**src/splitmix64_uniform_range_defines.svh**
```systemverilog
// ---------------------------------------------------------------------------
// splitmix64_uniform_range assertion macros
// concurrent check helpers, empty when SYNTHESIS is set
// ---------------------------------------------------------------------------
`ifndef SPLITMIX64_UNIFORM_RANGE_DEFINES_SVH
`define SPLITMIX64_UNIFORM_RANGE_DEFINES_SVH

`ifndef SYNTHESIS
// same-cycle implication
`define SMR_ASSERT_NOW(label, ante, cons) \
  label: assert property (@(posedge clk) disable iff (rst) (ante) |-> (cons)) \
    else $error("smr check failed");
// next-cycle implication
`define SMR_ASSERT_NEXT(label, ante, cons) \
  label: assert property (@(posedge clk) disable iff (rst) (ante) |=> (cons)) \
    else $error("smr check failed");
`else
`define SMR_ASSERT_NOW(label, ante, cons)
`define SMR_ASSERT_NEXT(label, ante, cons)
`endif

`endif

```
**src/smr_pkg.sv**
```systemverilog
// ---------------------------------------------------------------------------
// smr_pkg
// constants shared by the splitmix64 range generator
// ---------------------------------------------------------------------------
`default_nettype none

package smr_pkg;

  localparam int          UNIT_BITS_DEF = 24;
  localparam logic [63:0] GOLDEN_STEP   = 64'h9E37_79B9_7F4A_7C15;
  localparam logic [63:0] MIX_MUL_A     = 64'hBF58_476D_1CE4_E5B9;
  localparam logic [63:0] MIX_MUL_B     = 64'h94D0_49BB_1331_11EB;

  localparam int SHIFT_A = 30;
  localparam int SHIFT_B = 27;
  localparam int SHIFT_C = 31;

  // apb map: one 64-bit register at byte address 0
  localparam int   ADDR_W   = 4;
  localparam logic REG_SEED = 1'b0;

  localparam int VALUE_W = 32;
  localparam int UNIT_W  = 24;
  localparam int WORD_W  = 64;

endpackage

`default_nettype wire

```
**src/splitmix64_uniform_range.sv**
```systemverilog
// ---------------------------------------------------------------------------
// splitmix64_uniform_range
// splitmix64 generator scaled onto a signed q16.16 range
// ---------------------------------------------------------------------------
//
//   channel | handshake                | payload
//   --------+--------------------------+------------------------------------
//   input   | in_valid / in_ready      | range_min, range_max
//   output  | out_valid / out_ready    | value, unit_bits, raw_word,
//           |                          | range_error
//   config  | apb psel/penable/pwrite  | seed (64 bit, address 0)
//
// a draw runs from transfer to result through one state step, the two
// 64-bit mix multiplies and the range scaling, all on a single shared
// 32x32 multiplier, then a final load of the result. an empty or
// reversed range skips the multiplier and goes straight to that load.
// in_ready is high only while the sequencer idles; a result held by a
// stalled output does not block the next input transfer, only the final
// load of the following result. reset (synchronous) loads seed and state
// with zero; a seed write reloads the state.
//
`default_nettype none
`include "splitmix64_uniform_range_defines.svh"

module splitmix64_uniform_range #(
  parameter int UNIT_BITS = smr_pkg::UNIT_BITS_DEF
) (
  input  wire logic                            clk,
  input  wire logic                            rst,
  // request channel
  input  wire logic                            in_valid,
  output logic                                 in_ready,
  input  wire logic signed [smr_pkg::VALUE_W-1:0] range_min,
  input  wire logic signed [smr_pkg::VALUE_W-1:0] range_max,
  // result channel
  output logic                                 out_valid,
  input  wire logic                            out_ready,
  output logic signed [smr_pkg::VALUE_W-1:0]   value,
  output logic        [smr_pkg::UNIT_W-1:0]    unit_bits,
  output logic        [smr_pkg::WORD_W-1:0]    raw_word,
  output logic                                 range_error,
  // configuration port
  input  wire logic                            psel,
  input  wire logic                            penable,
  input  wire logic                            pwrite,
  input  wire logic   [smr_pkg::ADDR_W-1:0]    paddr,
  input  wire logic   [smr_pkg::WORD_W-1:0]    pwdata,
  output logic        [smr_pkg::WORD_W-1:0]    prdata,
  output logic                                 pready
);
  import smr_pkg::*;

  localparam int FRAC_SHIFT = WORD_W - UNIT_BITS;

  // sequencer codes
  localparam logic [2:0] ST_IDLE  = 3'd0;
  localparam logic [2:0] ST_STEP  = 3'd1;
  localparam logic [2:0] ST_MULA  = 3'd2;
  localparam logic [2:0] ST_MULB  = 3'd3;
  localparam logic [2:0] ST_SCALE = 3'd4;
  localparam logic [2:0] ST_FIN   = 3'd5;

  localparam logic [1:0] PH_0 = 2'd0;
  localparam logic [1:0] PH_1 = 2'd1;
  localparam logic [1:0] PH_2 = 2'd2;
  localparam logic [1:0] PH_3 = 2'd3;

  logic [2:0]         state;
  logic [1:0]         phase;
  logic [WORD_W-1:0]  seed;
  logic [WORD_W-1:0]  gen_state;
  logic [WORD_W-1:0]  mix_z;       // operand of the current mix multiply
  logic [WORD_W-1:0]  acc;         // 64-bit low product accumulator
  logic [WORD_W-1:0]  prod;        // registered multiplier output
  logic [95:0]        sum;         // span * frac, full width
  logic [WORD_W-1:0]  raw_q;
  logic [VALUE_W-1:0] min_q;
  logic [VALUE_W-1:0] span;
  logic               err_q;
  logic               eq_q;

  logic               cfg_wr;
  logic               in_xfer;
  logic               out_free;
  logic [31:0]        mul_a;
  logic [31:0]        mul_b;
  logic [WORD_W-1:0]  mul_p;
  logic [WORD_W-1:0]  mul_k;
  logic [WORD_W-1:0]  frac;
  logic [WORD_W-1:0]  step_x;
  logic [WORD_W-1:0]  mix_m;
  logic [VALUE_W-1:0] offset;

  function automatic logic err_next(input logic signed [VALUE_W-1:0] lo,
                                    input logic signed [VALUE_W-1:0] hi);
    return lo > hi;
  endfunction

  function automatic logic eq_next(input logic signed [VALUE_W-1:0] lo,
                                   input logic signed [VALUE_W-1:0] hi);
    return lo == hi;
  endfunction

  // apb: always ready, write lands in the access phase
  assign pready  = 1'b1;
  assign cfg_wr  = psel && penable && pwrite && pready && (paddr[ADDR_W-1] == REG_SEED);
  assign prdata  = (paddr[ADDR_W-1] == REG_SEED) ? seed : '0;

  assign in_ready = (state == ST_IDLE);
  assign in_xfer  = in_valid && in_ready;
  assign out_free = !out_valid || out_ready;

  // top bits of the mixed word as the unit fraction
  assign frac   = raw_q >> FRAC_SHIFT;
  assign offset = sum[UNIT_BITS +: VALUE_W];
  assign step_x = gen_state + GOLDEN_STEP;
  // high word gets the last cross partial product
  assign mix_m  = {acc[63:32] + prod[31:0], acc[31:0]};
  assign mul_k  = (state == ST_MULB) ? MIX_MUL_B : MIX_MUL_A;

  // shared multiplier operand select
  always_comb begin
    mul_a = mix_z[31:0];
    mul_b = mul_k[31:0];
    if (state == ST_SCALE) begin
      mul_a = span;
      mul_b = (phase == PH_0) ? frac[31:0] : frac[63:32];
    end else begin
      case (phase)
        PH_1:    mul_b = mul_k[63:32];
        PH_2:    mul_a = mix_z[63:32];
        default: mul_b = mul_k[31:0];
      endcase
    end
  end

  assign mul_p = mul_a * mul_b;

  always_ff @(posedge clk) begin
    prod <= mul_p;
  end

  // seed register and generator state
  always_ff @(posedge clk) begin
    if (rst) begin
      seed      <= '0;
      gen_state <= '0;
    end else if (cfg_wr) begin
      seed      <= pwdata;
      gen_state <= pwdata;
    end else if (state == ST_STEP) begin
      gen_state <= step_x;
    end
  end

  // sequencer
  always_ff @(posedge clk) begin
    if (rst) begin
      state     <= ST_IDLE;
      phase     <= PH_0;
      out_valid <= 1'b0;
    end else begin
      // a new result replaces the one leaving in the same cycle
      if (state == ST_FIN && out_free) begin
        out_valid <= 1'b1;
      end else if (out_valid && out_ready) begin
        out_valid <= 1'b0;
      end
      unique case (state)
        ST_IDLE: begin
          phase <= PH_0;
          if (in_xfer) begin
            state <= (eq_next(range_min, range_max) || err_next(range_min, range_max))
                     ? ST_FIN : ST_STEP;
          end
        end
        ST_STEP: begin
          state <= ST_MULA;
          phase <= PH_0;
        end
        ST_MULA, ST_MULB: begin
          phase <= phase + 2'd1;
          if (phase == PH_3) begin
            state <= (state == ST_MULA) ? ST_MULB : ST_SCALE;
          end
        end
        ST_SCALE: begin
          phase <= phase + 2'd1;
          if (phase == PH_2) begin
            state <= ST_FIN;
          end
        end
        ST_FIN: begin
          if (out_free) begin
            state <= ST_IDLE;
          end
        end
        default: state <= ST_IDLE;
      endcase
    end
  end

  // datapath registers
  always_ff @(posedge clk) begin
    if (in_xfer) begin
      min_q <= range_min;
      span  <= range_max - range_min;
      err_q <= err_next(range_min, range_max);
      eq_q  <= eq_next(range_min, range_max);
    end
    case (state)
      ST_STEP: begin
        mix_z <= step_x ^ (step_x >> SHIFT_A);
      end
      ST_MULA, ST_MULB: begin
        case (phase)
          PH_1: acc <= prod;
          PH_2: acc[63:32] <= acc[63:32] + prod[31:0];
          PH_3: begin
            if (state == ST_MULA) begin
              mix_z <= mix_m ^ (mix_m >> SHIFT_B);
            end else begin
              raw_q <= mix_m ^ (mix_m >> SHIFT_C);
            end
          end
          default: ;
        endcase
      end
      ST_SCALE: begin
        if (phase == PH_1) begin
          sum <= {32'b0, prod};
        end else if (phase == PH_2) begin
          sum[95:32] <= sum[95:32] + prod;
        end
      end
      default: ;
    endcase
  end

  // result register
  always_ff @(posedge clk) begin
    if (state == ST_FIN && out_free) begin
      range_error <= err_q;
      if (err_q) begin
        value <= '0;
      end else if (eq_q) begin
        value <= min_q;
      end else begin
        value <= min_q + offset;
      end
      unit_bits <= (err_q || eq_q) ? '0 : frac[UNIT_W-1:0];
      raw_word  <= (err_q || eq_q) ? '0 : raw_q;
    end
  end

  // checks
  `SMR_ASSERT_NEXT(a_xfer_leaves_idle, in_xfer, state != ST_IDLE)
  `SMR_ASSERT_NEXT(a_state_only_steps, !cfg_wr && state != ST_STEP, $stable(gen_state))
  `SMR_ASSERT_NOW(a_error_clean, out_valid && range_error, {value, unit_bits, raw_word} == '0)
  `SMR_ASSERT_NEXT(a_fin_loads, state == ST_FIN && out_free, out_valid && state == ST_IDLE)

endmodule

`default_nettype wire

```
**config.mk**
```make
export PLATFORM = sky130hd
export DESIGN_NAME = splitmix64_uniform_range
export DESIGN_NICKNAME = d
export VERILOG_FILES = /design/src/smr_pkg.sv /design/src/splitmix64_uniform_range.sv
export VERILOG_INCLUDE_DIRS = /design/src /design/src/src
export SDC_FILE = /design/constraint.sdc
export NUM_CORES = 2
export LEC_CHECK = 0
export BUFFER_PORTS_ARGS = -buffer_cell sky130_fd_sc_hd__buf_2
export CORE_UTILIZATION = 44
export CTS_BUF_LIST = sky130_fd_sc_hd__clkbuf_4 sky130_fd_sc_hd__clkbuf_8 sky130_fd_sc_hd__clkbuf_16
export CTS_CLUSTER_DIAMETER = 50
export CTS_CLUSTER_SIZE = 24
export DETAILED_ROUTE_END_ITERATION = 6
export GPL_TIMING_DRIVEN = 0
export SLEW_MARGIN = 20
export SYNTH_ARGS = -nofsm -noshare
export SYNTH_HDL_FRONTEND = slang
export SYNTH_SLANG_ARGS = --single-unit
```
**constraint.sdc**
```tcl
create_clock -name clk -period 8.4 [get_ports clk]
set_clock_uncertainty 0.1 [all_clocks]
set_input_delay 1.26 -clock clk [delete_from_list [all_inputs] [get_ports clk]]
set_output_delay 1.26 -clock clk [all_outputs]
set_load 0.03 [all_outputs]
```
==> impl_metrics.json <==
{
  "rsz0062_at_grt": "yes",
  "slew_viol_final": 0,
  "ios": 327,
  "crit_required_ns": 8.83,
  "netlist_top_cells_area": "fa_1, edfxtp_1, ha_1",
  "avgSynthCellArea_um2": 9.47,
  "yosys.area_share.simple_pct": 14.5,
  "track_usage_pct": 34.4,
  "layout_commonest_cell": "inv_1",
  "start_kind": "register",
  "synth_fp_nets": 7960,
  "hold_viol": 0,
  "syn_area_um2": 61800,
  "grt_pass1_wl_um": 350000,
  "slew_headroom_pct": 18.9,
  "grtUsageMet2_pct": 49.9,
  "busiest_layer": "met2",
  "finalCritPeriodShare_pct": 110,
  "htree_levels": 3,
  "antenna_found_initial": 16,
  "die-area_um2": 142000,
  "cts.reportedPaths.clkPinSlew_ns": 0.07,
  "fin_crit_ns": 9.21,
  "synthFlopType": "edfxtp_1",
  "placed_area_um2": 66600,
  "route.detailed.drc": 0,
  "hp-start": "seed[14]$_SDFFE_PP0P_",
  "avgRoutedWirePerCell_um": 26.6,
  "wl_um": 243000,
  "grtUsageMet1_pct": 45.4,
  "synth_top_family_by_area": "adder cells",
  "synth-edff-count": 387,
  "yosysWarnings": 0,
  "synth_top_cell_area_share_pct": 28.1,
  "crit_slowest_cell": "fa_1",
  "cts_buffers": 72,
  "yosysUniqueCellTypes": 94,
  "async_flop_share_pct": 0,
  "worstSetupPathType": "register to register",
  "synthMuxAreaShare_pct": 1.33,
  "avgViaCountPerCell": 5.65,
  "synth_compound_area_share_pct": 9.27,
  "synthToLayoutAreaGrowth_pct": 21.6,
  "numPortBuffers": 321,
  "first_global_vias": 51600,
  "dr.pass1.iters": 6,
  "start_util_pct": 44.3,
  "startpoint": "phase[1]$_SDFFE_PP0P_",
  "fmax_mhz": 109,
  "fp.dieH_um": 377,
  "overflow": 0,
  "r2r-start": "phase[1]$_SDFFE_PP0P_",
  "worst_ep_arrival_time_ns": 9.64,
  "cts_tree": "done",
  "path_max_fanout": 6,
  "worst_pin_slew_ns": 1.21,
  "crit_path_end_kind": "register",
  "final_area_um2": 75200,
  "clock_latency_ns": 0.70,
  "cap_violations": 0,
  "cts_buffer_depth": 3,
  "setup_viol": 33,
  "core-area_um2": 140000,
  "final_cell_mix": "inv_1, fa_1, nor2_1, nand2_1, ha_1",
  "dp_slack_ns": -3.90,
  "ys_seq_elements": 585,
  "violations": "negative setup slack",
  "fp-row-count": 137,
  "drtIter0Drc": 5401,
  "ys_seq_area_share_pct": 25.2,
  "worst_path_largest_cell_delay_ns": 0.59,
  "yosys.area_share.xor_xnor_pct": 5.32,
  "grt_util_met3_pct": 10.3,
  "status": "complete, but fails checks",
  "fin_nets": 8606,
  "synthAdderAreaFrac_pct": 36.6,
  "dp_hpwl_um": 195000,
  "drive_gt1_share_pct": 18.3,
  "layout_setup_ws_ns": -0.809,
  "synth_cells": 6532,
  "vias": 51500,
  "yosys.area.top_type": "fa_1",
  "hp-class": "register to register",
  "grt_max_degree": 59,
  "die_x_um": 377,
  "cts.sinks": 585,
  "postRouteAntennaNets": 0,
  "place.gp.congestion": 1.03,
  "crit_top_cell": "fa_1",
  "cts_root_buffer": "clkbuf_16"
}
==> routing by layer <==
layer	vias up	wire length, um
met1	25800	94800
met2	2832	102000
li1	22200	-
met4	20	17000
met5	-	138
met3	632	28600
==> sequential cells by signal, summed over array words and instances (netlist names), 32 cells and up <==
name and flops:
raw_q 64, gen_state 64, raw_word 40, seed 64, acc 64, min_q 32, prod 64, sum 32
span 32, value 32, mix_z 64
==> final timing paths <==
check | to | cells after the start | slack, ns
setup reg to reg | prod[56]$_DFF_P_ | 37 | -0.81
setup / recovery | prod[56]$_DFF_P_ | 37 | -0.81
hold / removal | seed[14]$_SDFFE_PP0P_ | 2 | 0.35
hold reg to reg | seed[14]$_SDFFE_PP0P_ | 2 | 0.35
==> kinds of logic (layout without fill, tap and decap cells) <==
group,after synthesis,after routing
simple gates,2052,2052
fa+ha+maj,1289,1289
buf+inv,1249,1955
compound gates,907,907
flops,585,585
xor+xnor,371,371
mux,78,78
other cells,1,4
==> critical path, delay by kind of cell, from the launching register on <==
family                     cells  cell delay (ns)
muxes                          1             0.40
AOI/OAI and AO/OA              7             1.40
DFF                            1             0.37
and+or+nand+nor                5             0.71
xor gates and xnor gates       1             0.15
adders and majority gates     10             4.49
buffers and inverters         13             1.39
==> cell usage after synthesis (23+ instances only) <==
library cell and instances:
inv_1 932, fa_1 869, nor2_1 806, nand2_1 712, ha_1 420, edfxtp_1 387, a21oi_1 346, clkbuf_1 264
dfxtp_1 198, xnor2_1 190, xor2_1 178, and2_1 143, o21ai_0 141, a21o_1 91, nor2b_1 91, nor3_1 82
o21a_1 58, nand3_1 49, mux2i_1 43, nand2b_1 40, a211oi_1 39, mux2_2 35, nand4_1 33, a31oi_1 31
o21ai_1 30, or3_1 29, buf_4 25, buf_1 23
==> metrics by stage <==
step	util [%]	std cells	hold slack, ns	setup TNS, ns
after floorplan	-	6532	0.324	0
after global placement	47.4	8729	0.340	-127.50
after detailed placement	47.7	8741	0.341	-116.30
after CTS	53.1	9065	0.351	-17.20
after global routing	53.9	9114	0.361	-24.36
final	53.9	9117	0.349	-18.61
==> area by class of cell <==
| type | instances | area [um^2] |
|---|---|---|
| antenna | 3 | 7.51 |
| multi-input combinational | 4698 | 44200 |
| tap | 1876 | 2350 |
| sequential | 585 | 15600 |
| buffer | 301 | 2480 |
| clock buffer | 82 | 1970 |
| timing repair buffer | 587 | 4410 |
| fill | 12700 | 64300 |
| inverter | 933 | 3520 |
| clock inverter | 52 | 661 |
==> timing repair <==
action	in CTS	in global routing
endpoints found under the hold margin	0	0
buffers inserted	200	62
gates cloned	3	1
gates resized for setup	658	191
pin swaps	99	64
endpoints found under the setup margin	53	39
hold buffers	0	0
Power is not shown: default switching activity piles up to over one toggle a cycle in this logic, so the estimate is an artifact.
